--- src/rtl/core/stcl_pkg.sv ---
`timescale 1ns / 1ps
// ----------------------------------------------------------------------------
// stcl_pkg
// Shared types and constants for the skin tone pixel classifier: channel
// payloads, register indexes and the pipeline item of the saturation divider.
// ----------------------------------------------------------------------------
package stcl_pkg;

  // Configuration register indexes
  localparam logic [2:0] REG_HUE_CENTER        = 3'd0;
  localparam logic [2:0] REG_HUE_MARGIN        = 3'd1;
  localparam logic [2:0] REG_LIGHTNESS_CENTER  = 3'd2;
  localparam logic [2:0] REG_LIGHTNESS_MARGIN  = 3'd3;
  localparam logic [2:0] REG_SATURATION_CENTER = 3'd4;
  localparam logic [2:0] REG_SATURATION_MARGIN = 3'd5;

  localparam int CFG_INDEX_W = 3;
  localparam int CFG_DATA_W  = 10;

  // One quotient bit per divider stage; saturation is at most 100
  localparam int DIV_STEPS = 7;
  localparam int DIV_W     = 15;

  localparam logic [23:0] MASK_HIT  = 24'hFFFFFF;
  localparam logic [23:0] MASK_MISS = 24'h000000;
  localparam logic [6:0]  SAT_MAX   = 7'd100;

  typedef struct packed {
    logic [23:0] pixel_word;
    logic        last_pixel;
  } stcl_in_t;

  typedef struct packed {
    logic [23:0] mask_word;
    logic        last_out;
  } stcl_out_t;

  // Item carried through the saturation divider
  typedef struct packed {
    logic signed [9:0]      hue;
    logic [7:0]             light;
    logic                   last;
    logic                   zero;
    logic [DIV_W-1:0]       rem;
    logic [DIV_W-1:0]       dsor;
    logic [DIV_STEPS-1:0]   quot;
  } stcl_pipe_t;

endpackage

--- src/rtl/core/stcl_div_step.sv ---
`timescale 1ns / 1ps
// ----------------------------------------------------------------------------
// stcl_div_step
// One restoring division step of the saturation divider: compares the
// remainder against the aligned divisor, shifts in one quotient bit and
// moves the divisor one place right. Holds its item while not advancing.
// ----------------------------------------------------------------------------
module stcl_div_step (
  input  logic                clk,
  input  logic                rst,
  input  logic                adv,
  input  logic                in_valid,
  input  stcl_pkg::stcl_pipe_t in_item,
  output logic                out_valid,
  output stcl_pkg::stcl_pipe_t out_item
);

  stcl_pkg::stcl_pipe_t item_next;
  logic                 fits;

  // Subtract the divisor where it fits, record the quotient bit
  always_comb begin
    fits      = (in_item.rem >= in_item.dsor);
    item_next = in_item;
    if (fits) begin
      item_next.rem = in_item.rem - in_item.dsor;
    end
    item_next.quot = {in_item.quot[stcl_pkg::DIV_STEPS-2:0], fits};
    item_next.dsor = {1'b0, in_item.dsor[stcl_pkg::DIV_W-1:1]};
  end

  // Valid bit travels with the item
  always_ff @(posedge clk) begin
    if (rst) begin
      out_valid <= 1'b0;
    end else if (adv) begin
      out_valid <= in_valid;
    end
  end

  always_ff @(posedge clk) begin
    if (adv) begin
      out_item <= item_next;
    end
  end

endmodule

--- src/rtl/core/skin_tone_pixel_classifier.sv ---
`timescale 1ns / 1ps
// ----------------------------------------------------------------------------
// skin_tone_pixel_classifier
// Converts each RGB pixel to integer hue, lightness and saturation and
// flags it when all three fall inside the programmed center +/- margin.
// ----------------------------------------------------------------------------
// Usage:
//   Input channel in_valid/in_stall/in_data carries one pixel (red in bits
//   7:0, green 15:8, blue 23:16) and a last-pixel flag. Output channel
//   out_valid/out_stall/result returns one mask word per pixel, all ones on
//   a match and zero otherwise, with the last flag copied through.
//   The item passes ten register stages: one for max/min, one for hue,
//   lightness and the divider operands, seven restoring divider stages
//   (one saturation quotient bit each) and the range-test output register.
//   Throughput is one pixel per clock while the output is not stalled.
//   Each stage advances when it is empty or the stage after it advances, so
//   bubbles close up while the receiver stalls; a stalled output holds and
//   in_stall rises only once every stage holds a pixel.
//   Registers are written through cfg_valid/cfg_ready/cfg_index/cfg_data;
//   cfg_ready is always high and unknown indexes are ignored. Write them
//   only while no pixel is in flight.
//   Reset (rst, synchronous) empties the pipeline and clears all registers.
// ----------------------------------------------------------------------------
module skin_tone_pixel_classifier (
  input  logic                                 clk,
  input  logic                                 rst,
  input  logic                                 in_valid,
  output logic                                 in_stall,
  input  stcl_pkg::stcl_in_t                   in_data,
  output logic                                 out_valid,
  input  logic                                 out_stall,
  output stcl_pkg::stcl_out_t                  result,
  input  logic                                 cfg_valid,
  output logic                                 cfg_ready,
  input  logic [stcl_pkg::CFG_INDEX_W-1:0]     cfg_index,
  input  logic [stcl_pkg::CFG_DATA_W-1:0]      cfg_data
);

  localparam int NSTG = stcl_pkg::DIV_STEPS + 3;
  localparam int OUT  = NSTG - 1;

  // Configuration registers
  logic signed [9:0] hue_center;
  logic [8:0]        hue_margin;
  logic [7:0]        lightness_center;
  logic [7:0]        lightness_margin;
  logic [6:0]        saturation_center;
  logic [6:0]        saturation_margin;

  logic [NSTG-1:0] stg_valid;
  logic [NSTG-1:0] stg_ready;

  logic                           s1_valid;
  logic                           s2_valid;
  logic [stcl_pkg::DIV_STEPS-1:0] div_valid;

  // Stage 1 registers
  logic [7:0] s1_r, s1_g, s1_b, s1_mx, s1_mn;
  logic       s1_rmax, s1_gmax, s1_last;

  // Stage 2 and divider items
  stcl_pkg::stcl_pipe_t s2_next;
  stcl_pkg::stcl_pipe_t s2_item;
  stcl_pkg::stcl_pipe_t div_item [0:stcl_pkg::DIV_STEPS];

  logic [7:0] px_r, px_g, px_b, px_mx, px_mn;
  logic       px_rmax, px_gmax;
  logic [7:0] delta;
  logic [8:0] sum;

  logic [6:0]         sat;
  logic               hit;
  logic signed [11:0] hue_x, hue_lo, hue_hi;
  logic signed [9:0]  light_x, light_lo, light_hi;
  logic signed [8:0]  sat_x, sat_lo, sat_hi;

  // Register writes
  assign cfg_ready = 1'b1;

  always_ff @(posedge clk) begin
    if (rst) begin
      hue_center        <= '0;
      hue_margin        <= '0;
      lightness_center  <= '0;
      lightness_margin  <= '0;
      saturation_center <= '0;
      saturation_margin <= '0;
    end else if (cfg_valid && cfg_ready) begin
      case (cfg_index)
        stcl_pkg::REG_HUE_CENTER:        hue_center        <= $signed(cfg_data[9:0]);
        stcl_pkg::REG_HUE_MARGIN:        hue_margin        <= cfg_data[8:0];
        stcl_pkg::REG_LIGHTNESS_CENTER:  lightness_center  <= cfg_data[7:0];
        stcl_pkg::REG_LIGHTNESS_MARGIN:  lightness_margin  <= cfg_data[7:0];
        stcl_pkg::REG_SATURATION_CENTER: saturation_center <= cfg_data[6:0];
        stcl_pkg::REG_SATURATION_MARGIN: saturation_margin <= cfg_data[6:0];
        default: ;
      endcase
    end
  end

  // Gather the stage valid bits, first stage in bit 0
  assign stg_valid = {out_valid, div_valid, s2_valid, s1_valid};

  // Stage advance: a stage loads when empty or when its successor loads
  always_comb begin
    stg_ready[OUT] = !stg_valid[OUT] || !out_stall;
    for (int k = OUT - 1; k >= 0; k--) begin
      stg_ready[k] = !stg_valid[k] || stg_ready[k + 1];
    end
  end

  assign in_stall = !stg_ready[0];

  // Stage 1: max, min and which channel holds the max
  always_comb begin
    px_r    = in_data.pixel_word[7:0];
    px_g    = in_data.pixel_word[15:8];
    px_b    = in_data.pixel_word[23:16];
    px_rmax = (px_r >= px_g) && (px_r >= px_b);
    px_gmax = !px_rmax && (px_g >= px_b);
    px_mx   = px_rmax ? px_r : (px_gmax ? px_g : px_b);
    px_mn   = px_r;
    if (px_g < px_mn) begin
      px_mn = px_g;
    end
    if (px_b < px_mn) begin
      px_mn = px_b;
    end
  end

  always_ff @(posedge clk) begin
    if (rst) begin
      s1_valid <= 1'b0;
    end else if (stg_ready[0]) begin
      s1_valid <= in_valid;
    end
  end

  always_ff @(posedge clk) begin
    if (stg_ready[0]) begin
      s1_r    <= px_r;
      s1_g    <= px_g;
      s1_b    <= px_b;
      s1_mx   <= px_mx;
      s1_mn   <= px_mn;
      s1_rmax <= px_rmax;
      s1_gmax <= px_gmax;
      s1_last <= in_data.last_pixel;
    end
  end

  // Stage 2: hue sector, lightness and divider operands
  always_comb begin
    delta           = s1_mx - s1_mn;
    sum             = {1'b0, s1_mx} + {1'b0, s1_mn};
    s2_next.light   = sum[8:1];
    s2_next.zero    = (sum[8:1] == 8'd0);
    s2_next.last    = s1_last;
    s2_next.rem     = {1'b0, delta, 6'd0} + {2'b00, delta, 5'd0} + {5'd0, delta, 2'd0};
    s2_next.dsor    = {sum, 6'd0};
    s2_next.quot    = '0;
    // Quotient of the hue formula is -1, 0 or 1: find it by equality tests
    if (delta == 8'd0) begin
      s2_next.hue = 10'sd0;
    end else if (s1_rmax) begin
      if (s1_g == s1_mx && s1_b == s1_mn) begin
        s2_next.hue = 10'sd60;
      end else if (s1_b == s1_mx && s1_g == s1_mn) begin
        s2_next.hue = -10'sd60;
      end else begin
        s2_next.hue = 10'sd0;
      end
    end else if (s1_gmax) begin
      if (s1_b == s1_mx && s1_r == s1_mn) begin
        s2_next.hue = 10'sd180;
      end else if (s1_r == s1_mx && s1_b == s1_mn) begin
        s2_next.hue = 10'sd60;
      end else begin
        s2_next.hue = 10'sd120;
      end
    end else begin
      if (s1_r == s1_mx && s1_g == s1_mn) begin
        s2_next.hue = 10'sd300;
      end else if (s1_g == s1_mx && s1_r == s1_mn) begin
        s2_next.hue = 10'sd180;
      end else begin
        s2_next.hue = 10'sd240;
      end
    end
  end

  always_ff @(posedge clk) begin
    if (rst) begin
      s2_valid <= 1'b0;
    end else if (stg_ready[1]) begin
      s2_valid <= s1_valid;
    end
  end

  always_ff @(posedge clk) begin
    if (stg_ready[1]) begin
      s2_item <= s2_next;
    end
  end

  assign div_item[0] = s2_item;

  // Saturation divider: one quotient bit per stage
  for (genvar i = 0; i < stcl_pkg::DIV_STEPS; i++) begin : g_div
    stcl_div_step u_step (
      .clk       (clk),
      .rst       (rst),
      .adv       (stg_ready[i + 2]),
      .in_valid  (stg_valid[i + 1]),
      .in_item   (div_item[i]),
      .out_valid (div_valid[i]),
      .out_item  (div_item[i + 1])
    );
  end

  // Final stage: inclusive range tests at full precision
  always_comb begin
    sat      = div_item[stcl_pkg::DIV_STEPS].zero ? 7'd0 :
               div_item[stcl_pkg::DIV_STEPS].quot;
    hue_x    = 12'(div_item[stcl_pkg::DIV_STEPS].hue);
    hue_hi   = 12'(hue_center) + $signed({3'b000, hue_margin});
    hue_lo   = 12'(hue_center) - $signed({3'b000, hue_margin});
    light_x  = $signed({2'b00, div_item[stcl_pkg::DIV_STEPS].light});
    light_hi = $signed({2'b00, lightness_center}) + $signed({2'b00, lightness_margin});
    light_lo = $signed({2'b00, lightness_center}) - $signed({2'b00, lightness_margin});
    sat_x    = $signed({2'b00, sat});
    sat_hi   = $signed({2'b00, saturation_center}) + $signed({2'b00, saturation_margin});
    sat_lo   = $signed({2'b00, saturation_center}) - $signed({2'b00, saturation_margin});
    hit      = (hue_x <= hue_hi) && (hue_x >= hue_lo)
            && (light_x <= light_hi) && (light_x >= light_lo)
            && (sat_x <= sat_hi) && (sat_x >= sat_lo);
  end

  always_ff @(posedge clk) begin
    if (rst) begin
      out_valid <= 1'b0;
    end else if (stg_ready[OUT]) begin
      out_valid <= stg_valid[OUT - 1];
    end
  end

  always_ff @(posedge clk) begin
    if (stg_ready[OUT]) begin
      result.mask_word <= hit ? stcl_pkg::MASK_HIT : stcl_pkg::MASK_MISS;
      result.last_out  <= div_item[stcl_pkg::DIV_STEPS].last;
    end
  end

  // Checks
  a_mask_code: assert property (@(posedge clk) disable iff (rst)
    out_valid |-> (result.mask_word == stcl_pkg::MASK_HIT ||
                   result.mask_word == stcl_pkg::MASK_MISS))
    else $error("mask word is neither all ones nor zero");

  a_empty_takes: assert property (@(posedge clk) disable iff (rst)
    !stg_valid[0] |-> !in_stall)
    else $error("input stalled while the first stage is empty");

  a_sat_range: assert property (@(posedge clk) disable iff (rst)
    (stg_valid[OUT - 1] && !div_item[stcl_pkg::DIV_STEPS].zero) |->
      (div_item[stcl_pkg::DIV_STEPS].quot <= stcl_pkg::SAT_MAX))
    else $error("saturation quotient above 100");

  a_out_hold: assert property (@(posedge clk) disable iff (rst)
    (out_valid && out_stall) |=> out_valid)
    else $error("stalled result dropped");

endmodule

--- config.mk ---
export PLATFORM = sky130hd
export DESIGN_NAME = skin_tone_pixel_classifier
export DESIGN_NICKNAME = d
export VERILOG_FILES = /design/src/rtl/core/stcl_pkg.sv /design/src/rtl/core/stcl_div_step.sv /design/src/rtl/core/skin_tone_pixel_classifier.sv
export SDC_FILE = /design/constraint.sdc
export NUM_CORES = 1
export LEC_CHECK = 0
export BUFFER_PORTS_ARGS = -buffer_cell sky130_fd_sc_hd__buf_4
export CORE_UTILIZATION = 55
export CTS_CLUSTER_SIZE = 24
export DETAILED_ROUTE_END_ITERATION = 10
export GPL_TIMING_DRIVEN = 0
export PLACE_DENSITY = 0.83
export REMOVE_ABC_BUFFERS = 1
export SYNTH_ARGS = -nofsm -noshare
export SYNTH_HDL_FRONTEND = slang
export SYNTH_SLANG_ARGS = --single-unit
--- constraint.sdc ---
create_clock -name clk -period 8.3 [get_ports clk]
set_clock_uncertainty 0.1 [all_clocks]
set_input_delay 1.245 -clock clk [delete_from_list [all_inputs] [get_ports clk]]
set_output_delay 1.245 -clock clk [all_outputs]
set_load 0.005 [all_outputs]
Yosys cells after proc, flatten, opt, wreduce, memory -nomap -nowiden
Cells that the tools add are included.
Widths: inputs -> output; s select.
Storage, ports and cells
  register bits: 483
  word-level logic and storage cells: 189
  bits of input ports: 43
  output and inout port bits: 28
Cells by class
  equality and inequality tests: 11
  add/sub/neg operators: 16
  mux-type cells: 20
  reductions and logical operators: 45
  $lt $le $gt $ge: 18
Operators by type and width (number)
  $mux 15: 6
  $eq 8x8->1: 6
  $mux 10: 4
  $mux 8: 5
  $ge 8x8->1: 4
  $mux 24: 1
  $mux 7: 3
  $add 8x8->9: 2
  $logic_not 8->1: 2
  $lt 8x8->1: 2
  $add 14x13->15: 1
  $add 15x10->15: 1
  $ge 15x10->1: 1
  $ge 15x11->1: 1
  $ge 15x12->1: 1
  $ge 15x13->1: 1
  $ge 15x14->1: 1
  $ge 15x15->1: 1
  $ge 15x9->1: 1
  $sub 15x10->15: 1
  $sub 15x11->15: 1
  $sub 15x12->15: 1
  $sub 15x13->15: 1
  $sub 15x14->15: 1
  other kinds (21): 61

Depth between registers and ports, before layout
  depth in word-level cells: 12
  mapped depth: 20
  mapped depth without buffers: 20

By module
A second synthesis with hierarchy kept.
Unflattened totals
  cells, all modules: 2510
  area total of the unflattened synthesis: 29991.3 um^2
By module, submodules not included
  stcl_div_step (g_div[1].u_step ...): times used 6, area each 2830.2 um^2, sequential area each 1701.6 um^2, cells each 205
  skin_tone_pixel_classifier: times used 1, area each 10224.8 um^2, sequential area each 3323.2 um^2, cells each 1082
  stcl_div_step (g_div[0].u_step): times used 1, area each 2785.2 um^2, sequential area each 1701.6 um^2, cells each 198

Worst setup path after synthesis
No wires, ideal clock.
  path kind: in2out
  start: input out_stall
  end: output in_stall
  stages: 8
  data required time: 6.955 ns
  arrival time: 4.369 ns
  buffers on the path: 0
  path slack: 2.586 ns
  cell sequence: and3_1 -> inv_1 -> nor2_1 -> and2_1 -> inv_1 -> nor2_1 -> nand2_1 -> inv_1
Between the ends
  word-level cells in the longest chain between the ends: 12
Ends and longest elaborated chain
  start: declaration: line skin_tone_pixel_classifier.sv:31  | input logic out_stall,
  $logic_not 1->1: line skin_tone_pixel_classifier.sv:106  | stg_ready[OUT] = !stg_valid[OUT] || !out_stall;
  $logic_or 1x1->1: line skin_tone_pixel_classifier.sv:106
  $logic_or 1x1->1: line skin_tone_pixel_classifier.sv:108  | stg_ready[k] = !stg_valid[k] || stg_ready[k + 1];
  net g_div[6].u_step.adv: line stcl_div_step.sv:11  | input logic adv,
  $logic_or 1x1->1 (4 in series): line skin_tone_pixel_classifier.sv:108
  net g_div[2].u_step.adv: line stcl_div_step.sv:11
  $logic_or 1x1->1 (4 in series): line skin_tone_pixel_classifier.sv:108
  $logic_not 1->1: line skin_tone_pixel_classifier.sv:112  | assign in_stall = !stg_ready[0];
  end: declaration: line skin_tone_pixel_classifier.sv:28  | output logic in_stall,
The timed path passes the listed nets, and every way through them passes these cells.

Worst setup path after layout
Ends and elaborated chain as after synthesis.

==> impl_summary.txt <==
----------------------------------------------------
[Critical path]
  Worst flop-to-flop path startpoint ... s1_mx[0]
  Critical path peak fanout ... 42
  Critical Path Start ... out_stall
  Flop-to-flop setup slack ... 3.72 ns
  Reg2Reg Capture Point ... div_item[435]
  Worst setup path category ... in -> out
  CP Capture Point ... in_stall
  Data arrival at the endpoint of the critical path ... 4.65 ns
  Number of cells on the worst reg-to-reg path ... 20
  Kind of capture point of the worst setup path ... output pin
  Startpoint type of the worst setup path ... primary input
  Critical path required time ... 6.95 ns

[Synthesis]
  Number of warnings reported in the yosys synthesis log ... 0
  Yosys cell types ... 76
  Post-Syn Area per Cell ... 11.3 um2
  Flops & latches, synth ... 370
  Top cell type's share of synthesized area ... 44.6%
  Post-synthesis sequential area ratio ... 50.2%
  Prevailing post-synth register cell ... edfxtp_1
  Ranking of synthesized cells by area ... edfxtp_1 45%, ha_1 13%, dfxtp_1 5.6%
  Number of synthesized flops with an enable pin ... 311
  Largest area contributor in the synthesized netlist ... edfxtp_1
  Gate count of the mapped netlist ... 1,856
  Cell area after synthesis ... 0.0210 mm2
  Proportion of synthesized flip-flops having asynchronous set or reset ... 0%

[STA]
  Final hold viol count ... 0
  Endpoints failing setup ... 0
  Final period demand of the worst path ... 5.99 ns
  Worst Max-Slew Pin Slew ... 1.22 ns
  Peak Freq ... 167 MHz
  Slew HR ... 18.3%
  Tcrit/Tclk final ... 72.2%
  Accumulated negative setup slack ... 0 ns
  RSZ-0062 raised after global routing ... no
  Final Worst Setup Slack ... 2.31 ns
  Max-slew violation total from the final report ... 0
  Final hold slack ... 0.311 ns

[Global routing]
  Leftover overflow at the end of global routing ... 0
  Wire length of the first global-routing pass ... 66.5 mm
  Maximum number of pins on one net before global-route repair ... 60
  GR Util All Layers ... 21.2%
  Antenna violations before repair ... 0
  Vias in the first global route ... 13,800

[Min path]
  Min-Delay Path Class ... reg -> reg

[Final layout]
  Area grow syn2layout ... 10.7%
  Diode insertion count for antenna repair ... 0
  Final layout net count ... 2,198
  Final standard cell utilization of the core ... 61.7%
  Share of layout cells above drive strength 1 ... 8.27%

[Clock network]
  Resize count post-CTS ... 0
  Clock tree from TritonCTS ... built
  Post-CTS Repair Setup Buffers ... 0
  CTS Sinks ... 370
  Total clock buffers created by CTS ... 39
  Total number of H-tree levels ... 2
  CTS clk-pin slew, worst paths ... 0.06 ns
  Worst-case clock buffer depth ... 3
  Clk Latency, worst-skew pair ... 0.53 ns
  Clock root cell ... clkbuf_16
  Hold Buf Count CTS ... 0

[Routing]
  Routed wirelength normalized by instance count ... 16.6 um
  DRT iter0 DRCs ... 764
  Detailed-route vias per instance ... 5.56
  Number of nets with antenna violations after routing ... 0
  Number of vias in the routed layout ... 13,700
  DR pass1 iterations ... 5
  Total wire length ... 40.9 mm
  Drc violations ... 0

[Pwr]
  Leakage power ... 9.76 nW
  Maximum resistive drop on vdd ... 0.182 mV
  Power density over the cells ... 376 mW/mm2

[Floorplan]
  Total I/O pin count ... 71
  Initial Util ... 55.8%
  Die span in x ... 197 um
  Vertical die dimension ... 197 um
  Site row count ... 71
  Placeable core region ... 0.0376 mm2
  Die area ... 0.0389 mm2

[Placement]
  Hpwl dp ... 30.1 mm
  Port bufs ... 69
  Worst setup slack before clock tree synthesis ... 2.26 ns
  Routability congestion estimate ... 0.891

[Run status]
  Run status ... completed

[Job]
  Max-cap viol count ... 0

----------------------------------------------------
critical path, cell delays in order:
cell	delay, ns
buf_4	0.13
and3_1	0.22
inv_1	0.76
nor2_1	0.20
and2_1	0.28
inv_1	0.90
nor2_1	0.22
nand2_2	0.21
buf_12	0.24
inv_1	0.06
buf_4	0.13
sequential cells by signal (all words and copies together), names as in the netlist, 8 cells and up, named ones only:
| name | count |
|---|---|
| div_item | 31 |
| g_div.u_step.out_item | 234 |
| hue_center | 10 |
| hue_margin | 9 |
| lightness_center | 8 |
| lightness_margin | 8 |
| s1_b | 8 |
| s1_g | 8 |
| s1_mn | 8 |
| s1_mx | 8 |
| s1_r | 8 |
routing by layer:
metal	routed length, um	global-route usage [%]
met5	0	0
met4	1280	7.26
met3	1660	3.11
met2	21100	39.3
met1	16800	24.8
synth_stat cells (7+ instances only):
cell type  count
or3_1          8
o31a_1         7
edfxtp_1     311
nand4_1       25
xnor2_1      107
buf_2          9
nor2_1       113
o21ai_0       66
o21ai_1       10
fa_1          19
nor3_1        19
o21bai_1      19
buf_4         24
nand2b_1      27
xor2_1        37
mux2i_1       51
o31ai_1        8
a31oi_1       10
o21a_1        21
inv_1        188
a21o_1        31
nor4_1        11
nand2_1      144
ha_1         219
nand3_1       18
clkbuf_1      18
nor2b_1       37
a21oi_1      127
dfxtp_1       59
stage by stage:
step / area, um2 / total power, mW / std cells
2_1_floorplan: 20600 / 6.01 / 1803
3_3_place_gp: 21800 / 6.67 / 2383
3_5_place_dp: 21800 / 6.91 / 2384
4_1_cts: 23100 / 8.72 / 2455
5_1_grt: 23200 / 9.33 / 2458
6_report: 23200 / 8.72 / 2458
placed cells by master, fill, tap and decap left out, types with 25 or more instances in the layout:
cell type and n:
nand4_1 25, xnor2_1 107, nor2_1 113, a21oi_1 127
a21o_1 31, edfxtp_1 311, nand2_1 142, clkbuf_16 41
ha_1 219, mux2i_1 51, inv_1 188, nand2b_1 27
o21ai_0 66, dfxtp_1 59, xor2_1 37, nor2b_1 37
buf_4 69
how the worst min path moves through the flow:
stage / from / to / cells past startpoint
2_1_floorplan: s1_last / div_item[437] / 0
3_3_place_gp: g_div[4].u_step.out_item[49] / g_div[5].u_step.out_item[49] / 0
3_5_place_dp: div_item[449] / g_div[0].u_step.out_item[50] / 0
4_1_cts: g_div[3].u_step.out_item[1] / g_div[4].u_step.out_item[2] / 0
5_1_grt: g_div[0].u_step.out_item[54] / g_div[1].u_step.out_item[54] / 0
6_report: g_div[3].u_step.out_item[1] / g_div[4].u_step.out_item[2] / 0
layout make-up:
| class | instances | area (um2) |
|---|---|---|
| timing repair buffer | 73 | 604 |
| clock buffer | 48 | 1070 |
| tap | 511 | 639 |
| inverter | 191 | 717 |
| clock inverter | 23 | 216 |
| fill | 2862 | 14400 |
| multi-input combinational | 1242 | 9430 |
| sequential | 370 | 10500 |
power breakdown:
part	switching [mW]	internal, mW
Combinational	2.05	1.68
Sequential	0.358	2.89
Clock	0.695	1.04
Total	3.10	5.61
cell families after synthesis:
kind of cell    share of synthesized area [%]
compound gates                           10.7
xor+xnor                                 6.02
fa+ha+maj                                14.9
buf+inv                                  4.89
flops                                    50.2
mux                                      3.12
other cells                            0.0358
simple gates                             10.1
Power figures use the tool's default switching activity.
